## src/rtl/crce_pkg.sv

```systemverilog
// Shared types, constants and helper functions of the configurable CRC engine.
package crce_pkg;

  localparam int MAX_WIDTH   = 32;
  localparam int CRC_W       = 32;
  localparam int MIN_WIDTH   = 4;
  localparam int DATA_W      = 8;
  localparam int CFG_IDX_W   = 3;
  localparam int CFG_DATA_W  = 32;
  localparam int CRCW_W      = 6;
  localparam int SHIFT_W     = 5;
  localparam int FIFO_DEPTH  = 2;
  localparam int FIFO_PTR_W  = (FIFO_DEPTH > 1) ? $clog2(FIFO_DEPTH) : 1;
  localparam int FIFO_CNT_W  = $clog2(FIFO_DEPTH + 1);

  // Register indexes of the configuration port.
  localparam logic [CFG_IDX_W-1:0] REG_CRC_WIDTH  = 3'd0;
  localparam logic [CFG_IDX_W-1:0] REG_POLY       = 3'd1;
  localparam logic [CFG_IDX_W-1:0] REG_INIT_VALUE = 3'd2;
  localparam logic [CFG_IDX_W-1:0] REG_REFLECTED  = 3'd3;
  localparam logic [CFG_IDX_W-1:0] REG_XOR_OUT    = 3'd4;

  // Reset preset: CRC-32.
  localparam logic [CRCW_W-1:0] RST_CRC_WIDTH  = 6'd32;
  localparam logic [CRC_W-1:0]  RST_POLY       = 32'h04C1_1DB7;
  localparam logic [CRC_W-1:0]  RST_INIT_VALUE = 32'hFFFF_FFFF;
  localparam logic              RST_REFLECTED  = 1'b1;
  localparam logic [CRC_W-1:0]  RST_XOR_OUT    = 32'hFFFF_FFFF;
  localparam logic [CRC_W-1:0]  RST_CRC_REG    = 32'hFFFF_FFFF;

  // One queued request.
  typedef struct packed {
    logic [DATA_W-1:0] data;
    logic              last;
  } item_t;

  // Settings in working form, as the datapath uses them.
  typedef struct packed {
    logic               reload;
    logic               reflected;
    logic [SHIFT_W-1:0] shift;
    logic [CRC_W-1:0]   mask;
    logic [CRC_W-1:0]   poly_w;
    logic [CRC_W-1:0]   start;
    logic [CRC_W-1:0]   xor_out;
  } cfg_t;

  // Queue status seen by both sides.
  typedef struct packed {
    logic full;
    logic empty;
  } q_status_t;

  function automatic logic [CRC_W-1:0] rev32(input logic [CRC_W-1:0] v);
    logic [CRC_W-1:0] r;
    for (int i = 0; i < CRC_W; i++) begin
      r[i] = v[CRC_W-1-i];
    end
    return r;
  endfunction

endpackage

```

## src/rtl/configurable_crc_engine_unit.sv

```systemverilog
// Top level of the configurable byte-serial CRC engine.
// A byte accepted at the input passes the request queue and the output register to reach m_tdata.
// Throughput: one byte per cycle while m_tready holds; eight-step XOR-shift network is combinational.
// A two-entry queue between intake and datapath lets either side stall alone.
// Reset (rst, synchronous): CRC-32 preset, running register all ones, queue and output empty.
// A valid configuration write reloads the running register in the cycle after the write.
module configurable_crc_engine_unit import crce_pkg::*; (
  input  logic                  clk,
  input  logic                  rst,
  // Configuration write port
  input  logic                  cfg_we,
  input  logic [CFG_IDX_W-1:0]  cfg_index,
  input  logic [CFG_DATA_W-1:0] cfg_data,
  // Request stream
  input  logic                  s_tvalid,
  output logic                  s_tready,
  input  logic [7:0]            s_tdata,   // [7:0] data_byte
  input  logic                  s_tlast,   // last_byte
  // Result stream
  output logic                  m_tvalid,
  input  logic                  m_tready,
  output logic [31:0]           m_tdata,   // [31:0] crc_value
  output logic                  m_tlast    // frame_end
);

  cfg_t      cfg;
  q_status_t q_status;
  item_t     push_item;
  item_t     head;
  logic      push;
  logic      pop;

  // Hold configuration and admit requests while the queue has room.
  crce_front u_front (
    .clk       (clk),
    .rst       (rst),
    .cfg_we    (cfg_we),
    .cfg_index (cfg_index),
    .cfg_data  (cfg_data),
    .s_tvalid  (s_tvalid),
    .s_tready  (s_tready),
    .s_data    (s_tdata),
    .s_last    (s_tlast),
    .q_status  (q_status),
    .push      (push),
    .push_item (push_item),
    .cfg       (cfg)
  );

  // Buffer requests so the datapath can stall on the result side.
  crce_fifo u_fifo (
    .clk       (clk),
    .rst       (rst),
    .push      (push),
    .push_item (push_item),
    .pop       (pop),
    .head      (head),
    .q_status  (q_status)
  );

  // Advance the CRC one byte per popped request and register the result.
  crce_back u_back (
    .clk      (clk),
    .rst      (rst),
    .cfg      (cfg),
    .head     (head),
    .q_status (q_status),
    .pop      (pop),
    .m_tvalid (m_tvalid),
    .m_tready (m_tready),
    .m_crc    (m_tdata),
    .m_last   (m_tlast)
  );

  // Never pop an empty queue.
  assert property (@(posedge clk) disable iff (rst) pop |-> !q_status.empty)
    else $error("pop from empty request queue");

  // A fresh result never carries bits above the configured width.
  assert property (@(posedge clk) disable iff (rst)
    pop |=> ((m_tdata & ~$past(cfg.mask)) == '0))
    else $error("result has bits above CRC width");

  // A full queue refuses new requests; a non-full queue takes them.
  assert property (@(posedge clk) disable iff (rst)
    (s_tvalid && !q_status.full) |=> !($past(q_status.empty) && q_status.empty))
    else $error("accepted request did not reach the queue");

endmodule

```

## src/rtl/crce_front.sv

```systemverilog
// Front end: configuration registers, working-form settings and request intake.
module crce_front import crce_pkg::*; (
  input  logic                  clk,
  input  logic                  rst,
  input  logic                  cfg_we,
  input  logic [CFG_IDX_W-1:0]  cfg_index,
  input  logic [CFG_DATA_W-1:0] cfg_data,
  input  logic                  s_tvalid,
  output logic                  s_tready,
  input  logic [DATA_W-1:0]     s_data,
  input  logic                  s_last,
  input  q_status_t             q_status,
  output logic                  push,
  output item_t                 push_item,
  output cfg_t                  cfg
);

  logic [CRCW_W-1:0] crc_width;
  logic [CRC_W-1:0]  poly;
  logic [CRC_W-1:0]  init_value;
  logic              reflected;
  logic [CRC_W-1:0]  xor_out;
  logic              reload;
  logic              hit;

  logic [CRCW_W-1:0]  eff_w;
  logic [CRCW_W-1:0]  shift_full;
  logic [SHIFT_W-1:0] shift;
  logic [CRC_W-1:0]   mask;

  always_comb begin
    case (cfg_index)
      REG_CRC_WIDTH, REG_POLY, REG_INIT_VALUE, REG_REFLECTED, REG_XOR_OUT: hit = 1'b1;
      default: hit = 1'b0;
    endcase
  end

  always_ff @(posedge clk) begin
    if (rst) begin
      crc_width  <= RST_CRC_WIDTH;
      poly       <= RST_POLY;
      init_value <= RST_INIT_VALUE;
      reflected  <= RST_REFLECTED;
      xor_out    <= RST_XOR_OUT;
      reload     <= 1'b0;
    end else begin
      // Flag a reload of the running register for the cycle after any valid write.
      reload <= cfg_we && hit;
      if (cfg_we) begin
        case (cfg_index)
          REG_CRC_WIDTH:  crc_width  <= cfg_data[CRCW_W-1:0];
          REG_POLY:       poly       <= cfg_data[CRC_W-1:0];
          REG_INIT_VALUE: init_value <= cfg_data[CRC_W-1:0];
          REG_REFLECTED:  reflected  <= cfg_data[0];
          REG_XOR_OUT:    xor_out    <= cfg_data[CRC_W-1:0];
          default: ;
        endcase
      end
    end
  end

  // Saturate the width and derive alignment: reflected runs right-aligned,
  // normal form runs left-aligned so the feedback tap is always bit 31.
  always_comb begin
    if (crc_width < CRCW_W'(MIN_WIDTH)) begin
      eff_w = CRCW_W'(MIN_WIDTH);
    end else if (crc_width > CRCW_W'(MAX_WIDTH)) begin
      eff_w = CRCW_W'(MAX_WIDTH);
    end else begin
      eff_w = crc_width;
    end
    shift_full = CRCW_W'(CRC_W) - eff_w;
    shift      = shift_full[SHIFT_W-1:0];
    mask       = {CRC_W{1'b1}} >> shift;
  end

  always_comb begin
    cfg.reload    = reload;
    cfg.reflected = reflected;
    cfg.shift     = shift;
    cfg.mask      = mask;
    cfg.xor_out   = xor_out;
    if (reflected) begin
      cfg.poly_w = rev32(poly & mask) >> shift;
      cfg.start  = rev32(init_value & mask) >> shift;
    end else begin
      cfg.poly_w = poly << shift;
      cfg.start  = init_value << shift;
    end
  end

  assign s_tready       = !q_status.full;
  assign push           = s_tvalid && s_tready;
  assign push_item.data = s_data;
  assign push_item.last = s_last;

endmodule

```

## src/rtl/crce_fifo.sv

```systemverilog
// Short request queue between the front end and the CRC datapath.
module crce_fifo import crce_pkg::*; (
  input  logic      clk,
  input  logic      rst,
  input  logic      push,
  input  item_t     push_item,
  input  logic      pop,
  output item_t     head,
  output q_status_t q_status
);

  item_t                 slots [FIFO_DEPTH];
  logic [FIFO_PTR_W-1:0] wr_ptr;
  logic [FIFO_PTR_W-1:0] rd_ptr;
  logic [FIFO_CNT_W-1:0] count;

  function automatic logic [FIFO_PTR_W-1:0] bump(input logic [FIFO_PTR_W-1:0] p);
    if (p == FIFO_PTR_W'(FIFO_DEPTH - 1)) begin
      return '0;
    end
    return p + FIFO_PTR_W'(1);
  endfunction

  always_ff @(posedge clk) begin
    if (push) begin
      slots[wr_ptr] <= push_item;
    end
  end

  always_ff @(posedge clk) begin
    if (rst) begin
      wr_ptr <= '0;
      rd_ptr <= '0;
      count  <= '0;
    end else begin
      if (push) begin
        wr_ptr <= bump(wr_ptr);
      end
      if (pop) begin
        rd_ptr <= bump(rd_ptr);
      end
      case ({push, pop})
        2'b10:   count <= count + FIFO_CNT_W'(1);
        2'b01:   count <= count - FIFO_CNT_W'(1);
        default: count <= count;
      endcase
    end
  end

  assign head           = slots[rd_ptr];
  assign q_status.full  = (count == FIFO_CNT_W'(FIFO_DEPTH));
  assign q_status.empty = (count == '0);

endmodule

```

## src/rtl/crce_back.sv

```systemverilog
// Back end: running CRC register, byte-wide XOR-shift network and output register.
module crce_back import crce_pkg::*; (
  input  logic             clk,
  input  logic             rst,
  input  cfg_t             cfg,
  input  item_t            head,
  input  q_status_t        q_status,
  output logic             pop,
  output logic             m_tvalid,
  input  logic             m_tready,
  output logic [CRC_W-1:0] m_crc,
  output logic             m_last
);

  logic [CRC_W-1:0] crc_reg;
  logic [CRC_W-1:0] crc_reg_next;
  logic [CRC_W-1:0] result;
  logic             fb;

  // Eight dependent shift steps, one per message bit.
  always_comb begin
    crc_reg_next = crc_reg;
    fb           = 1'b0;
    for (int i = 0; i < DATA_W; i++) begin
      if (cfg.reflected) begin
        fb           = crc_reg_next[0] ^ head.data[i];
        crc_reg_next = (crc_reg_next >> 1) ^ (fb ? cfg.poly_w : '0);
      end else begin
        fb           = crc_reg_next[CRC_W-1] ^ head.data[DATA_W-1-i];
        crc_reg_next = (crc_reg_next << 1) ^ (fb ? cfg.poly_w : '0);
      end
    end
    if (cfg.reflected) begin
      result = (crc_reg_next ^ cfg.xor_out) & cfg.mask;
    end else begin
      result = ((crc_reg_next >> cfg.shift) ^ cfg.xor_out) & cfg.mask;
    end
  end

  assign pop = !q_status.empty && (!m_tvalid || m_tready);

  always_ff @(posedge clk) begin
    if (rst) begin
      crc_reg  <= RST_CRC_REG;
      m_tvalid <= 1'b0;
    end else begin
      if (cfg.reload) begin
        crc_reg <= cfg.start;
      end else if (pop) begin
        crc_reg <= head.last ? cfg.start : crc_reg_next;
      end
      if (pop) begin
        m_tvalid <= 1'b1;
      end else if (m_tready) begin
        m_tvalid <= 1'b0;
      end
    end
  end

  always_ff @(posedge clk) begin
    if (pop) begin
      m_crc  <= result;
      m_last <= head.last;
    end
  end

endmodule

```

## config.mk

```make
export PLATFORM = sky130hd
export DESIGN_NAME = configurable_crc_engine_unit
export DESIGN_NICKNAME = d
export VERILOG_FILES = /design/src/rtl/crce_pkg.sv /design/src/rtl/configurable_crc_engine_unit.sv /design/src/rtl/crce_front.sv /design/src/rtl/crce_fifo.sv /design/src/rtl/crce_back.sv
export SDC_FILE = /design/constraint.sdc
export NUM_CORES = 2
export LEC_CHECK = 0
export BUFFER_PORTS_ARGS = -buffer_cell sky130_fd_sc_hd__clkbuf_2
export CORE_MARGIN = 5
export CORE_UTILIZATION = 35
export DETAILED_ROUTE_END_ITERATION = 6
export MAX_ROUTING_LAYER = met4
export PLACE_DENSITY_LB_ADDON = 0.15
export SYNTH_ARGS = -nofsm -noshare
export SYNTH_HDL_FRONTEND = slang
export SYNTH_SLANG_ARGS = --single-unit
```

## constraint.sdc

```tcl
create_clock -name clk -period 31 [get_ports clk]
set_input_delay 6.2 -clock clk [delete_from_list [all_inputs] [get_ports clk]]
set_output_delay 6.2 -clock clk [all_outputs]
set_load 0.02 [all_outputs]
```

==> results.json <==
{
  "worst_pin_slew_ns": 1.55,
  "final_nets": 4414,
  "outcome": "finished, violations left",
  "startpoint_type": "flop",
  "antenna_found_initial": 12,
  "tritoncts": "yes",
  "synth_top_area_cell": "dfxtp_1",
  "path_delay_family": "compound AO/OA/AOI/OAI gates",
  "num_vias": 40300,
  "slew_headroom_pct": -3.33,
  "routabilityCongestion": 1.10,
  "violations": "max-capacitance violations, max-slew violations",
  "fin_tns_setup_ns": 0,
  "wire_per_inst_um": 42.4,
  "end_kind": "flop",
  "ff_latch_area_um2": 4380,
  "cp_slowest_cell": "a21oi_1",
  "yosys-top-cells-area": "dfxtp_1 9.1%, xnor2_1 7.1%, mux2i_1 6.9%",
  "core_um2": 88600,
  "layout_common_cells": "555 x nand2_1, 429 x nor2_1, 274 x a21oi_1",
  "firstDrtPassIters": 6,
  "start_util_pct": 35.4,
  "grt_use_total_pct": 48.6,
  "rsz0062_at_grt": "no",
  "clock_path_buffers": 2,
  "io_pins": 84,
  "grt_pass1_vias": 36600,
  "die-width_um": 309,
  "clock_skew_ns": 0.0297,
  "yosys_warnings": 0,
  "synth.cell_area_um2": 31300,
  "multi_input_area_um2": 25500,
  "hold_viol_final": 0,
  "clkLatencyLatePin_ns": 0.53,
  "worstPathArrival_ns": 15.96,
  "yosysSeqAreaShare_pct": 14.0,
  "synth_ff_type": "dfxtp_1",
  "crit_type": "flop to flop",
  "postSynthAreaPerCell_um2": 7.06,
  "syn-num-nets": 4497,
  "port_buffers": 83,
  "placed_area_um2": 33500,
  "postCtsSetupRepairBufs": 0,
  "routed_via_density": 7.25,
  "cts_buffers": 17,
  "grt_overflow": 0,
  "dieArea_um2": 95700,
  "wirelength_mm": 235,
  "async_flop_share_pct": 0,
  "syn_to_final_growth_pct": 8.74,
  "cts.sinks": 193,
  "synthDistinctLibCells": 129,
  "drc": 0,
  "root_buffer": "clkbuf_16",
  "dp.cells": 5506,
  "grt_first_pass_wirelength_mm": 317,
  "cts-resized-gates": 0,
  "grt_max_degree": 107,
  "crit_path_max_fanout": 61,
  "cts.clk_slew.worst_paths_ns": 0.10,
  "fmaxAchievable_mhz": 63.8,
  "final_cell_count_no_fill": 5550,
  "drive_above_1_share_pct": 13.4,
  "synth-seq-cells": 193,
  "final_util_pct": 38.5,
  "layout_commonest_cell": "nand2_1",
  "stdcell_area_um2": 34100,
  "period_needed_ns": 15.67,
  "ant_nets": 0,
  "synth_edf_count": 51,
  "finalMaxSlewViolations": 7,
  "cpPeakStageDelay_ns": 0.97,
  "rows": 109,
  "cp.required_ns": 31.28,
  "cts_htree_levels": 4,
  "fillers": 9568,
  "worstHoldPathType": "flop to flop",
  "cpMostUsedCell": "buf_4",
  "drt_iter0_drc": 6896,
  "synth_cells": 4443,
  "period_share_pct": 50.6,
  "timing.critical_path.buf_inv": 7,
  "postCtsHoldBufs": 0,
  "finalSetupViolations": 0,
  "cap_violations": 1,
  "dp_hpwl_mm": 180,
  "synth_top_area_share_pct": 9.07,
  "die_y_um": 309
}
through the flow:
step,worst slack (ns),hold slack (ns)
finish,15.33,0.483
global route,14.86,0.503
CTS,15.87,0.487
detailed placement,15.89,0.475
global placement,15.95,0.469
floorplan,19.04,0.445
final cells by class:
cell class	count	share of cell area, %
timing repair buffer	292	5.86
clock inverter	14	0.418
antenna	12	0.0881
clock buffer	18	1.26
inverter	31	0.374
sequential	193	12.8
tap	1165	4.28
multi-input combinational	3825	74.9
path summary, 6_finish.rpt:
check	startpoint	endpoint	slack, ns	depth (start not counted)
worst max-delay path	u_front.crc_width[5]$_SDFFE_PP1P_	u_back.m_crc[13]$_DFFE_PP_	15.33	39
worst min-delay path	u_front.xor_out[23]$_SDFFE_PP1P_	u_front.xor_out[23]$_SDFFE_PP1P_	0.48	2
worst max register to register	u_front.crc_width[5]$_SDFFE_PP1P_	u_back.m_crc[13]$_DFFE_PP_	15.33	39
worst min register to register	u_front.xor_out[23]$_SDFFE_PP1P_	u_front.xor_out[23]$_SDFFE_PP1P_	0.48	2
logic make-up (layout without fill, tap and decap cells):
logic type	Yosys count	after routing	share of synthesized area (%)
other cells	0	12	0
simple gates	1759	1759	26.9
fa+ha+maj	5	5	0.200
buf+inv	425	355	5.56
compound gates	1423	1423	32.2
mux	302	302	11.6
xor+xnor	336	336	9.63
flops	193	193	14.0
worst reg2reg max path, delay by kind of cell (launching register included):
kind,cells,cell delay (ns)
AO/OA/AOI/OAI,14,6.18
AND/OR/NAND/NOR,12,4.25
buffers and inverters,7,2.56
multiplexers,3,1.38
adder cells (fa/ha/maj),1,0.42
XOR/XNOR,2,0.38
flip-flops,1,0.31
synth_stat cells (all sizes together), types with 30 or more instances:
| cell | number |
|---|---|
| dfxtp | 142 |
| edfxtp | 51 |
| mux2i | 217 |
| nand2b | 32 |
| and2 | 45 |
| and3 | 46 |
| nand4 | 43 |
| a211o | 48 |
| clkbuf | 272 |
| or2 | 31 |
| xor2 | 76 |
| a211oi | 88 |
| o211ai | 100 |
| nand2 | 557 |
| inv | 30 |
| a21o | 35 |
| xnor2 | 255 |
| or3 | 49 |
| a31oi | 62 |
| buf | 122 |
| mux2 | 43 |
| o21ai | 291 |
| nor3 | 154 |
| mux4 | 42 |
| nand3b | 37 |
| nor2 | 441 |
| o31ai | 30 |
| nor4 | 51 |
| nand3 | 182 |
| o22ai | 55 |
| a21oi | 283 |
metal layers:
layer	vias up	track usage (%)	wire length (um)
met5	-	-	0
met4	0	43.9	28200
met3	1104	11.6	25200
met2	3113	68.8	95700
met1	19500	56.8	86100
li1	16600	-	-
Power is not shown: default switching activity piles up to over one toggle a cycle in this logic, so the estimate is an artifact.
